[src/hdl/assert_macros.svh]
// Assertion macros shared by the RTL files of the ellipse span generator.
`ifndef ASSERT_MACROS_SVH
`define ASSERT_MACROS_SVH
`ifndef NO_ASSERTIONS
// Check a property at every rising edge while out of reset.
`define ASSERT_AT(lbl, clk, rstn, prop) \
	lbl: assert property (@(posedge clk) disable iff (!rstn) prop) \
		else $error("%m: check failed");
// Check that a condition never holds while out of reset.
`define ASSERT_NEVER(lbl, clk, rstn, cond) \
	lbl: assert property (@(posedge clk) disable iff (!rstn) !(cond)) \
		else $error("%m: forbidden condition seen");
`else
`define ASSERT_AT(lbl, clk, rstn, prop)
`define ASSERT_NEVER(lbl, clk, rstn, cond)
`endif
`endif

[src/hdl/efsg_pkg.sv]
// Shared types and constants of the ellipse fill span generator.
`default_nettype none
package efsg_pkg;

	// Field widths of the command and span words.
	localparam int CX_W    = 15;
	localparam int HW_W    = 10;
	localparam int HH_W    = 5;
	localparam int COLOR_W = 32;
	localparam int COORD_W = 16;

	// Datapath widths of the slope search.
	localparam int X_W      = HW_W + 1;       // search column, up to twice the radius
	localparam int START_W  = X_W + 1;        // signed search start
	localparam int SQ_W     = 2 * X_W;        // x squared
	localparam int HSQ_W    = 2 * HH_W;       // h squared
	localparam int WSQ_W    = 2 * HW_W;       // w squared
	localparam int HHWW_W   = HSQ_W + WSQ_W;  // h squared times w squared
	localparam int YSQ_W    = 2 * HH_W;       // y squared
	localparam int YTERM_W  = YSQ_W + WSQ_W;  // y squared times w squared
	localparam int P_W      = SQ_W + HSQ_W;   // x squared times h squared
	localparam int D_W      = START_W + HSQ_W; // (2x - 1) times h squared

	// Command queue between the front end and the span engine.
	localparam int QUEUE_DEPTH = 2;
	localparam int QUEUE_AW    = $clog2(QUEUE_DEPTH);

	// Fill command as it arrives on the input channel.
	typedef struct packed {
		logic [COLOR_W-1:0]     color;
		logic [HH_W-1:0]        h;
		logic [HW_W-1:0]        w;
		logic signed [CX_W-1:0] cy;
		logic signed [CX_W-1:0] cx;
	} req_t;

	// Command after radius clamping, with its constant products.
	typedef struct packed {
		logic [HHWW_W-1:0]      hhww;
		logic [WSQ_W-1:0]       ww;
		logic [HSQ_W-1:0]       hh;
		logic [COLOR_W-1:0]     color;
		logic [HH_W-1:0]        h;
		logic [HW_W-1:0]        w;
		logic signed [CX_W-1:0] cy;
		logic signed [CX_W-1:0] cx;
	} cmd_t;

	// One span word on the output channel.
	typedef struct packed {
		logic                      last;
		logic [COLOR_W-1:0]        color;
		logic signed [COORD_W-1:0] right;
		logic signed [COORD_W-1:0] left;
		logic signed [COORD_W-1:0] row;
	} span_t;

	// Span engine sequencer states.
	typedef enum logic [2:0] {
		ST_IDLE,
		ST_DIAM,
		ST_START,
		ST_SQUARE,
		ST_PRODUCT,
		ST_SEARCH,
		ST_UPPER,
		ST_LOWER
	} state_t;

endpackage
`default_nettype wire

[src/hdl/efsg_front.sv]
// Command front end: accepts fill commands, clamps radii and forms constant products.
`default_nettype none
module efsg_front #(
	parameter int MAX_HALF_WIDTH  = 1023,
	parameter int MAX_HALF_HEIGHT = 31
) (
	input  wire logic          clk,
	input  wire logic          arst_n,
	input  wire logic          req_valid,
	output logic               req_ready,
	input  wire efsg_pkg::req_t req,
	output logic               push_valid,
	input  wire logic          push_ready,
	output efsg_pkg::cmd_t     push_data
);

	logic                          valid_s1;
	logic                          valid_s2;
	logic                          ready_s1;
	logic                          ready_s2;
	efsg_pkg::cmd_t                cmd_s1;
	efsg_pkg::cmd_t                cmd_s2;
	logic [efsg_pkg::HW_W-1:0]     w_sat;
	logic [efsg_pkg::HH_W-1:0]     h_sat;

	// A stage moves when it is empty or the stage after it moves.
	always_comb begin
		ready_s2  = !valid_s2 || push_ready;
		ready_s1  = !valid_s1 || ready_s2;
		req_ready = ready_s1;
	end

	// Radii above the supported limits saturate.
	always_comb begin
		if (32'(req.w) > MAX_HALF_WIDTH) begin
			w_sat = efsg_pkg::HW_W'(MAX_HALF_WIDTH);
		end else begin
			w_sat = req.w;
		end
		if (32'(req.h) > MAX_HALF_HEIGHT) begin
			h_sat = efsg_pkg::HH_W'(MAX_HALF_HEIGHT);
		end else begin
			h_sat = req.h;
		end
	end

	// Stage valid flags.
	always_ff @(posedge clk or negedge arst_n) begin
		if (!arst_n) begin
			valid_s1 <= 1'b0;
			valid_s2 <= 1'b0;
		end else begin
			if (ready_s1) begin
				valid_s1 <= req_valid;
			end
			if (ready_s2) begin
				valid_s2 <= valid_s1;
			end
		end
	end

	// First stage squares the radii, second stage multiplies the squares.
	always_ff @(posedge clk) begin
		if (ready_s1 && req_valid) begin
			cmd_s1.cx    <= req.cx;
			cmd_s1.cy    <= req.cy;
			cmd_s1.w     <= w_sat;
			cmd_s1.h     <= h_sat;
			cmd_s1.color <= req.color;
			cmd_s1.hh    <= efsg_pkg::HSQ_W'(h_sat) * efsg_pkg::HSQ_W'(h_sat);
			cmd_s1.ww    <= efsg_pkg::WSQ_W'(w_sat) * efsg_pkg::WSQ_W'(w_sat);
			cmd_s1.hhww  <= '0;
		end
		if (ready_s2 && valid_s1) begin
			cmd_s2.cx    <= cmd_s1.cx;
			cmd_s2.cy    <= cmd_s1.cy;
			cmd_s2.w     <= cmd_s1.w;
			cmd_s2.h     <= cmd_s1.h;
			cmd_s2.color <= cmd_s1.color;
			cmd_s2.hh    <= cmd_s1.hh;
			cmd_s2.ww    <= cmd_s1.ww;
			cmd_s2.hhww  <= efsg_pkg::HHWW_W'(cmd_s1.hh) * efsg_pkg::HHWW_W'(cmd_s1.ww);
		end
	end

	assign push_valid = valid_s2;
	assign push_data  = cmd_s2;

endmodule
`default_nettype wire

[src/hdl/efsg_queue.sv]
// Short command queue between the front end and the span engine.
`default_nettype none
`include "assert_macros.svh"
module efsg_queue (
	input  wire logic           clk,
	input  wire logic           arst_n,
	input  wire logic           push_valid,
	output logic                push_ready,
	input  wire efsg_pkg::cmd_t push_data,
	output logic                pop_valid,
	input  wire logic           pop_ready,
	output efsg_pkg::cmd_t      pop_data
);

	efsg_pkg::cmd_t                    entry_q [efsg_pkg::QUEUE_DEPTH];
	logic [efsg_pkg::QUEUE_AW-1:0]     wr_ptr_q;
	logic [efsg_pkg::QUEUE_AW-1:0]     rd_ptr_q;
	logic [efsg_pkg::QUEUE_AW:0]       count_q;
	logic                              push;
	logic                              pop;

	// Handshakes on both sides.
	always_comb begin
		push_ready = count_q != (efsg_pkg::QUEUE_AW+1)'(efsg_pkg::QUEUE_DEPTH);
		pop_valid  = count_q != '0;
		push       = push_valid && push_ready;
		pop        = pop_valid && pop_ready;
		pop_data   = entry_q[rd_ptr_q];
	end

	// Pointers wrap at the queue depth.
	always_ff @(posedge clk or negedge arst_n) begin
		if (!arst_n) begin
			wr_ptr_q <= '0;
			rd_ptr_q <= '0;
			count_q  <= '0;
		end else begin
			if (push) begin
				if (32'(wr_ptr_q) == efsg_pkg::QUEUE_DEPTH - 1) begin
					wr_ptr_q <= '0;
				end else begin
					wr_ptr_q <= wr_ptr_q + 1'b1;
				end
			end
			if (pop) begin
				if (32'(rd_ptr_q) == efsg_pkg::QUEUE_DEPTH - 1) begin
					rd_ptr_q <= '0;
				end else begin
					rd_ptr_q <= rd_ptr_q + 1'b1;
				end
			end
			if (push && !pop) begin
				count_q <= count_q + 1'b1;
			end else if (pop && !push) begin
				count_q <= count_q - 1'b1;
			end
		end
	end

	// Entry storage.
	always_ff @(posedge clk) begin
		if (push) begin
			entry_q[wr_ptr_q] <= push_data;
		end
	end

	`ASSERT_NEVER(a_count_range, clk, arst_n, 32'(count_q) > efsg_pkg::QUEUE_DEPTH)
	`ASSERT_NEVER(a_ptr_match, clk, arst_n, (count_q == '0) && (wr_ptr_q != rd_ptr_q))
	`ASSERT_AT(a_head_holds, clk, arst_n, (pop_valid && !pop_ready) |=> $stable(pop_data))

endmodule
`default_nettype wire

[src/hdl/efsg_engine.sv]
// Span engine: slope search per row and span emission through an output register.
`default_nettype none
`include "assert_macros.svh"
module efsg_engine (
	input  wire logic           clk,
	input  wire logic           arst_n,
	input  wire logic           cmd_valid,
	output logic                cmd_ready,
	input  wire efsg_pkg::cmd_t cmd,
	output logic                span_valid,
	input  wire logic           span_ready,
	output efsg_pkg::span_t     span
);

	efsg_pkg::state_t                      state_q;
	efsg_pkg::state_t                      state_d;
	efsg_pkg::cmd_t                        cmd_q;
	logic [efsg_pkg::HH_W-1:0]             y_q;
	logic [efsg_pkg::HW_W-1:0]             cur_x_q;
	logic [efsg_pkg::HW_W-1:0]             prev_x_q;
	logic [efsg_pkg::X_W-1:0]              x_q;
	logic [efsg_pkg::SQ_W-1:0]             sq_q;
	logic [efsg_pkg::YSQ_W-1:0]            ysq_q;
	logic [efsg_pkg::P_W-1:0]              p_q;
	logic [efsg_pkg::YTERM_W-1:0]          yterm_q;
	logic [efsg_pkg::D_W-1:0]              d_q;
	logic                                  out_valid_q;
	efsg_pkg::span_t                       out_span_q;

	logic                                  out_free;
	logic                                  cmd_pop;
	logic                                  emit;
	logic signed [efsg_pkg::COORD_W-1:0]   emit_row;
	logic                                  emit_last;
	logic                                  found;
	logic signed [efsg_pkg::START_W-1:0]   start;
	logic [efsg_pkg::X_W-1:0]              start_x;
	logic [efsg_pkg::START_W-1:0]          two_x_m1;
	logic signed [efsg_pkg::COORD_W-1:0]   cy_ext;
	logic signed [efsg_pkg::COORD_W-1:0]   cx_ext;
	logic signed [efsg_pkg::COORD_W-1:0]   y_ext;
	logic signed [efsg_pkg::COORD_W-1:0]   x_ext;

	assign out_free = !out_valid_q || span_ready;

	// Next state.
	always_comb begin
		state_d = state_q;
		unique case (state_q)
			efsg_pkg::ST_IDLE: begin
				if (cmd_valid) begin
					state_d = efsg_pkg::ST_DIAM;
				end
			end
			efsg_pkg::ST_DIAM: begin
				if (out_free) begin
					state_d = (cmd_q.h == '0) ? efsg_pkg::ST_IDLE : efsg_pkg::ST_START;
				end
			end
			efsg_pkg::ST_START:   state_d = efsg_pkg::ST_SQUARE;
			efsg_pkg::ST_SQUARE:  state_d = efsg_pkg::ST_PRODUCT;
			efsg_pkg::ST_PRODUCT: state_d = efsg_pkg::ST_SEARCH;
			efsg_pkg::ST_SEARCH: begin
				if (found) begin
					state_d = efsg_pkg::ST_UPPER;
				end
			end
			efsg_pkg::ST_UPPER: begin
				if (out_free) begin
					state_d = efsg_pkg::ST_LOWER;
				end
			end
			efsg_pkg::ST_LOWER: begin
				if (out_free) begin
					state_d = (y_q == cmd_q.h) ? efsg_pkg::ST_IDLE : efsg_pkg::ST_START;
				end
			end
		endcase
	end

	// Sequencer outputs and search arithmetic.
	always_comb begin
		cy_ext    = {{(efsg_pkg::COORD_W-efsg_pkg::CX_W){cmd_q.cy[efsg_pkg::CX_W-1]}},
			cmd_q.cy};
		cx_ext    = {{(efsg_pkg::COORD_W-efsg_pkg::CX_W){cmd_q.cx[efsg_pkg::CX_W-1]}},
			cmd_q.cx};
		y_ext     = efsg_pkg::COORD_W'(y_q);
		x_ext     = efsg_pkg::COORD_W'(cur_x_q);
		cmd_pop   = 1'b0;
		emit      = 1'b0;
		emit_row  = cy_ext;
		emit_last = 1'b0;
		// The row is settled once the ellipse test passes or the column reaches zero.
		found     = ({1'b0, p_q} + (efsg_pkg::P_W+1)'(yterm_q)
			<= (efsg_pkg::P_W+1)'(cmd_q.hhww)) || (x_q == '0);
		// Next search starts at twice the last half-span minus the one before, plus one.
		start     = signed'({1'b0, cur_x_q, 1'b0}) - signed'(efsg_pkg::START_W'(prev_x_q))
			+ efsg_pkg::START_W'(1);
		if (start[efsg_pkg::START_W-1] || start == '0) begin
			start_x = '0;
		end else begin
			start_x = start[efsg_pkg::X_W-1:0];
		end
		two_x_m1  = {x_q, 1'b0} - efsg_pkg::START_W'(1);
		unique case (state_q)
			efsg_pkg::ST_IDLE: begin
				cmd_pop = cmd_valid;
			end
			efsg_pkg::ST_DIAM: begin
				emit      = out_free;
				emit_row  = cy_ext;
				emit_last = cmd_q.h == '0;
			end
			efsg_pkg::ST_UPPER: begin
				emit     = out_free;
				emit_row = cy_ext - y_ext;
			end
			efsg_pkg::ST_LOWER: begin
				emit      = out_free;
				emit_row  = cy_ext + y_ext;
				emit_last = y_q == cmd_q.h;
			end
			efsg_pkg::ST_START, efsg_pkg::ST_SQUARE, efsg_pkg::ST_PRODUCT,
			efsg_pkg::ST_SEARCH: begin
				cmd_pop = 1'b0;
			end
		endcase
		cmd_ready = cmd_pop;
	end

	// Control registers.
	always_ff @(posedge clk or negedge arst_n) begin
		if (!arst_n) begin
			state_q     <= efsg_pkg::ST_IDLE;
			out_valid_q <= 1'b0;
		end else begin
			state_q <= state_d;
			if (emit) begin
				out_valid_q <= 1'b1;
			end else if (span_ready) begin
				out_valid_q <= 1'b0;
			end
		end
	end

	// Row datapath: setup multiplies, then one column step per cycle.
	always_ff @(posedge clk) begin
		if (cmd_pop) begin
			cmd_q    <= cmd;
			cur_x_q  <= cmd.w;
			prev_x_q <= cmd.w;
			y_q      <= efsg_pkg::HH_W'(1);
		end
		if (emit) begin
			out_span_q.row   <= emit_row;
			out_span_q.left  <= cx_ext - x_ext;
			out_span_q.right <= cx_ext + x_ext;
			out_span_q.color <= cmd_q.color;
			out_span_q.last  <= emit_last;
		end
		unique case (state_q)
			efsg_pkg::ST_START: begin
				x_q <= start_x;
			end
			efsg_pkg::ST_SQUARE: begin
				sq_q  <= efsg_pkg::SQ_W'(x_q) * efsg_pkg::SQ_W'(x_q);
				ysq_q <= efsg_pkg::YSQ_W'(y_q) * efsg_pkg::YSQ_W'(y_q);
			end
			efsg_pkg::ST_PRODUCT: begin
				p_q     <= efsg_pkg::P_W'(sq_q) * efsg_pkg::P_W'(cmd_q.hh);
				yterm_q <= efsg_pkg::YTERM_W'(ysq_q) * efsg_pkg::YTERM_W'(cmd_q.ww);
				d_q     <= efsg_pkg::D_W'(two_x_m1) * efsg_pkg::D_W'(cmd_q.hh);
			end
			efsg_pkg::ST_SEARCH: begin
				if (found) begin
					prev_x_q <= cur_x_q;
					cur_x_q  <= x_q[efsg_pkg::HW_W-1:0];
				end else begin
					// Step one column in: x^2 h^2 drops by (2x - 1) h^2.
					x_q <= x_q - 1'b1;
					p_q <= p_q - efsg_pkg::P_W'(d_q);
					d_q <= d_q - efsg_pkg::D_W'({cmd_q.hh, 1'b0});
				end
			end
			efsg_pkg::ST_LOWER: begin
				if (emit && !emit_last) begin
					y_q <= y_q + 1'b1;
				end
			end
			efsg_pkg::ST_IDLE, efsg_pkg::ST_DIAM, efsg_pkg::ST_UPPER: begin
			end
		endcase
	end

	assign span_valid = out_valid_q;
	assign span       = out_span_q;

	`ASSERT_NEVER(a_pop_only_idle, clk, arst_n, cmd_pop && (state_q != efsg_pkg::ST_IDLE))
	`ASSERT_NEVER(a_half_span_bound, clk, arst_n, (state_q != efsg_pkg::ST_IDLE) && (cur_x_q > cmd_q.w))
	`ASSERT_AT(a_search_step, clk, arst_n, (state_q == efsg_pkg::ST_SEARCH && !found) |=> (x_q == $past(x_q) - 1'b1))
	`ASSERT_NEVER(a_emit_when_full, clk, arst_n, emit && out_valid_q && !span_ready)

endmodule
`default_nettype wire

[src/hdl/ellipse_fill_span_generator.sv]
// Top level of the filled-ellipse span generator.
//
// The input stream carries one fill command per word: centre, radii and colour.
// For each command the block emits 1 + 2*h span words on the output stream:
// first the diameter row, then for each row offset the upper and the lower row.
// m_tlast marks the final span of a command.
// A command passes a two-stage front end that clamps the radii and forms the
// squared-radius products, then waits in a two-entry queue for the span engine.
// For each row the engine runs its setup states (start, square, product), then
// steps the slope search comparator one column per cycle; its work per command
// grows with h and with S, the total number of column steps (roughly h plus
// the drop in half-span between the last two rows, at most about w + h).
// Spans leave through an output register: the engine keeps working while a span
// waits and stalls only when the next span is ready and the register is full.
// New commands are taken while the engine is busy until queue and front end fill.
// Reset empties the front end, the queue and the output register at once.
`default_nettype none
module ellipse_fill_span_generator #(
	parameter int MAX_HALF_WIDTH  = 1023,
	parameter int MAX_HALF_HEIGHT = 31
) (
	input  wire logic        clk,
	input  wire logic        arst_n,
	input  wire logic        s_tvalid,
	output logic             s_tready,
	// center_x[14:0], center_y[29:15], half_width[39:30], half_height[44:40],
	// fill_color[76:45], zero fill [79:77]
	input  wire logic [79:0] s_tdata,
	output logic             m_tvalid,
	input  wire logic        m_tready,
	// row_y[15:0], span_left[31:16], span_right[47:32], span_color[79:48]
	output logic [79:0]      m_tdata,
	output logic             m_tlast
);

	efsg_pkg::req_t  req;
	efsg_pkg::cmd_t  push_data;
	efsg_pkg::cmd_t  pop_data;
	efsg_pkg::span_t span;
	logic            push_valid;
	logic            push_ready;
	logic            pop_valid;
	logic            pop_ready;

	// Unpack the command word.
	always_comb begin
		req.cx    = s_tdata[14:0];
		req.cy    = s_tdata[29:15];
		req.w     = s_tdata[39:30];
		req.h     = s_tdata[44:40];
		req.color = s_tdata[76:45];
	end

	efsg_front #(
		.MAX_HALF_WIDTH  (MAX_HALF_WIDTH),
		.MAX_HALF_HEIGHT (MAX_HALF_HEIGHT)
	) u_front (
		.clk        (clk),
		.arst_n     (arst_n),
		.req_valid  (s_tvalid),
		.req_ready  (s_tready),
		.req        (req),
		.push_valid (push_valid),
		.push_ready (push_ready),
		.push_data  (push_data)
	);

	efsg_queue u_queue (
		.clk        (clk),
		.arst_n     (arst_n),
		.push_valid (push_valid),
		.push_ready (push_ready),
		.push_data  (push_data),
		.pop_valid  (pop_valid),
		.pop_ready  (pop_ready),
		.pop_data   (pop_data)
	);

	efsg_engine u_engine (
		.clk        (clk),
		.arst_n     (arst_n),
		.cmd_valid  (pop_valid),
		.cmd_ready  (pop_ready),
		.cmd        (pop_data),
		.span_valid (m_tvalid),
		.span_ready (m_tready),
		.span       (span)
	);

	// Pack the span word.
	always_comb begin
		m_tdata = {span.color, span.right, span.left, span.row};
		m_tlast = span.last;
	end

endmodule
`default_nettype wire
[config.mk]
export PLATFORM = sky130hd
export DESIGN_NAME = ellipse_fill_span_generator
export DESIGN_NICKNAME = d
export VERILOG_FILES = /design/src/hdl/efsg_pkg.sv /design/src/hdl/efsg_front.sv /design/src/hdl/efsg_queue.sv /design/src/hdl/efsg_engine.sv /design/src/hdl/ellipse_fill_span_generator.sv
export VERILOG_INCLUDE_DIRS = /design/src /design/src/hdl
export SDC_FILE = /design/constraint.sdc
export NUM_CORES = 2
export LEC_CHECK = 0
export ABC_AREA = 1
export BUFFER_PORTS_ARGS = -buffer_cell sky130_fd_sc_hd__buf_2
export CORE_MARGIN = 5
export CORE_UTILIZATION = 40
export CTS_CLUSTER_SIZE = 20
export DETAILED_ROUTE_END_ITERATION = 8
export GPL_ROUTABILITY_DRIVEN = 0
export PLACE_DENSITY_LB_ADDON = 0.1
export SKIP_LAST_GASP = 1
export SLEW_MARGIN = 20
export SYNTH_ARGS = -nofsm -noshare
export SYNTH_HDL_FRONTEND = slang
export SYNTH_HIERARCHICAL = 1
export SYNTH_SLANG_ARGS = --single-unit
export TNS_END_PERCENT = 100
[constraint.sdc]
create_clock -name clk -period 17.7 [get_ports clk]
set_clock_uncertainty 0.2 [all_clocks]
set_input_delay 0 -clock clk [delete_from_list [all_inputs] [get_ports clk]]
set_output_delay 0 -clock clk [all_outputs]
set_load 0.01 [all_outputs]
==> metrics.md <==
| Metric | Value |
|---|---|
| PortBufs | 163 |
| Die span in y | 419 um |
| Core outline area | 167,000 um^2 |
| Clk sinks | 876 |
| Startpoint class of the critical path | flop |
| RSZ-0062 raised after global routing | false |
| Clk buf depth | 3 |
| Main combinational cell family by area after synthesis | adder cells |
| DRC errors left | 0 |
| Sequential area share after synthesis | 0.388 |
| Hold Path Cell Cnt | 2 |
| Max_slew headroom | 0.303 |
| Tmin final | approximately 7.5 ns |
| Mapped Area | between 60,000 and 70,000 um^2 |
| WL per Instance | 17.0 um |
| Simple-gate share of the synthesized area | 0.149 |
| FP Rows | 150 |
| Share of the synthesized area in the top cell type | 0.377 |
| Status | finished, final reports clean |
| Largest net degree at the start of global routing | 133 |
| Syn avg cell area | 9.35 um^2 |
| DIE WIDTH | between 400 and 500 um |
| # nets final | roughly 8,600 |
| Clk Latency, worst-skew pair | 0.74 ns |
| TNS Setup | 0 ns |
| Fin crit share | 0.426 |
| Max Freq | around 130 MHz |
| DIE AREA | 176,000 um^2 |
| Reg2reg path depth | 25 |
| Area leader, netlist | edfxtp_1 |
| Vias in the first global route | 48,500 |
| Number of unique standard cell types used by synthesis | 61 |
| Initial antenna violation count | 4 |
| Remaining Overflow, GRT | 0 |
| Ys async rst share | 0.0114 |
| Worst-Margin Slew | 1.04 ns |
| Crit-path max FO | 21 |
| CTS H-tree depth | 3 |
| Instance count of the mapped netlist | 7,171 |
| Ranking of synthesized cells by area | edfxtp_1 (38%), fa_1 (18%), nand2_1 (11%) |
| Total Wirelength | 165,000 um |
| Setup crit end kind | flop |
| Drt first pass iters | 5 |
| # Post-CTS Setup Buffers | 0 |
| Post-CTS sizing | 0 |
| TritonCTS clock tree | done |
| Max Cap Viol | 0 |
| Ant. Diodes | 0 |
| Final Max Slew Viols | 0 |
| First-pass GRT wire length | 266,000 um |
| Yosys warns | 6 |
| Post-synth EDFFs | roughly 840 |
| Post-DP HPWL | about 120,000 um |
| Num CTS Buffers | between 90 and 100 |
| Final ANT Viol Nets | 0 |
| Vias | 46,500 |
| Critical path class | reg -> reg |
| 1st-iter DRT viols | 2,582 |
| Initial Util | 0.402 |
| Worst Path Arrival | a little under 8 ns |
| Clk root buf | clkbuf_16 |
| Post-synthesis adder-cell area fraction | 0.282 |
| Mux cell area share after synthesis | 0 |
| Final Hold Viols | 0 |
| Main flop type after synthesis | edfxtp_1 |
| GRT Resource Usage Total | 0.191 |
| Clock slew at reported path FFs | 0.06 ns |
| CP required | 18.07 ns |
| Synth Area in XOR/XNOR | 0.0261 |
| Layout cell share with drive strength beyond 1 | 0.0533 |
| IO Count | 167 |
| Worst hold-check path type | in -> reg |
| Most frequent cells in the layout | nand2_1 (1,886), inv_1 (1,529), edfxtp_1 (841) |
| Post-synthesis compound-gate area fraction | 0.0540 |
| Final setup viols | 0 |
| Synth-to-Final Area Change | 11.5% |
| Most common cell after layout, fill and taps aside | nand2_1 |
| #FFs+latches synth | about 880 |
| Via density | 4.80 |
## cells in the mapped netlist (7+ instances only)
master    count
a31oi_1      24
nand3_1     159
buf_2        18
ha_1        558
or2_2        20
o21ai_0     232
a21boi_0      8
clkbuf_1    174
buf_4        22
buf_1         7
nor4_1       17
nor3_1       33
edfxtp_1    841
nand2_1    1887
fa_1        596
a21o_1       32
inv_2         8
nand4_1      44
nand2_2       7
nor2_1      313
o21bai_1     13
xnor2_1      57
inv_1      1533
dfxtp_1      25
dfrtp_1      10
xor2_1      143
a21oi_1     308
## routing by layer
layer  vias to the layer above  global-route usage  wire length (um)
met4                         0              0.0333              2470
met5                         -                   0                 0
met1                     22700               0.252             74300
met3                       159              0.0190              5260
li1                      22900                   -                 -
met2                       751               0.344             82600
## path summary, 6_finish.rpt
kind / startpoint / slack [ns] / end
max: u_engine/x_q[0] / 10.16 / u_engine/d_q[19]
min: s_tdata[36] / 0.08 / u_front/cmd_s1[36]
max reg2reg: u_engine/x_q[0] / 10.16 / u_engine/d_q[19]
min reg2reg: u_front/cmd_s1[42] / 0.18 / u_front/push_data[42]
max in group asynchronous: arst_n / 16.56 / u_queue/rd_ptr_q
min in group asynchronous: arst_n / 0.24 / u_queue/wr_ptr_q
## state kept, by name, indices dropped and copies added, names as in the netlist, 11 cells and up
register / count
u_queue/entry_q: 274
u_front/push_data: 132
u_engine/cmd_q: 127
u_front/cmd_s1: 103
u_engine/span: 80
u_engine/p_q: 32
u_engine/yterm_q: 30
u_engine/d_q: 22
u_engine/sq_q: 21
u_engine/x_q: 11
## through the flow
step           hold WS (ns)  cell area (um^2)  instances  setup slack, ns   util
2_1_floorplan        -0.496             67100       7184             9.93      -
3_3_place_gp         -0.264             70000       9358            10.19  0.420
3_5_place_dp         -0.257             70000       9358            10.16  0.420
4_1_cts              0.0148             74800       9692            10.18  0.448
5_1_grt              0.0511             74800       9693             9.68  0.448
6_report             0.0797             74800       9693            10.16  0.448
## final cells by class
type / count / area (um^2)
well taps: 2204 / 2760
clock buffers: 126 / 2610
flip-flops and latches: 876 / 26000
repair buffers: 348 / 2630
clock inverters: 54 / 596
multi-input cells: 4543 / 34400
inverters: 1542 / 5800
fillers: 16000 / 92100
## worst max-delay path, cell delays in order (launching register included)
cell,delay (ns)
edfxtp_1,0.90
inv_1,0.36
ha_1,0.34
nand2_1,0.09
xor2_1,0.54
inv_1,0.28
nor2_1,0.22
fa_1,0.44
fa_1,0.47
fa_1,0.53
fa_1,0.55
inv_1,0.05
fa_1,0.53
inv_1,0.04
ha_1,0.36
nand2_1,0.09
nor2_1,0.18
inv_1,0.05
o21ai_0,0.24
a31oi_1,0.13
o21ai_0,0.33
nand2_1,0.09
nand2_1,0.09
xor2_1,0.17
nand2_1,0.07
nand2_1,0.09
## kinds of logic after synthesis
group / count (synthesis)
AND/OR/NAND/NOR: 2509
buffers and inverters: 1765
adder cells (fa/ha/maj): 1154
flip-flops: 876
AO/OA/AOI/OAI: 664
XOR/XNOR: 200
other: 3
## what timing repair did
item / 4_1_cts / 5_1_grt
endpoints found under the hold margin: 106 / 0
setup endpoints to repair: 0 / 0
hold buffers: 154 / 0
Power is left out: the tool's default activity adds up to more than one toggle a clock period on the data nets, which glitch-free logic cannot reach.
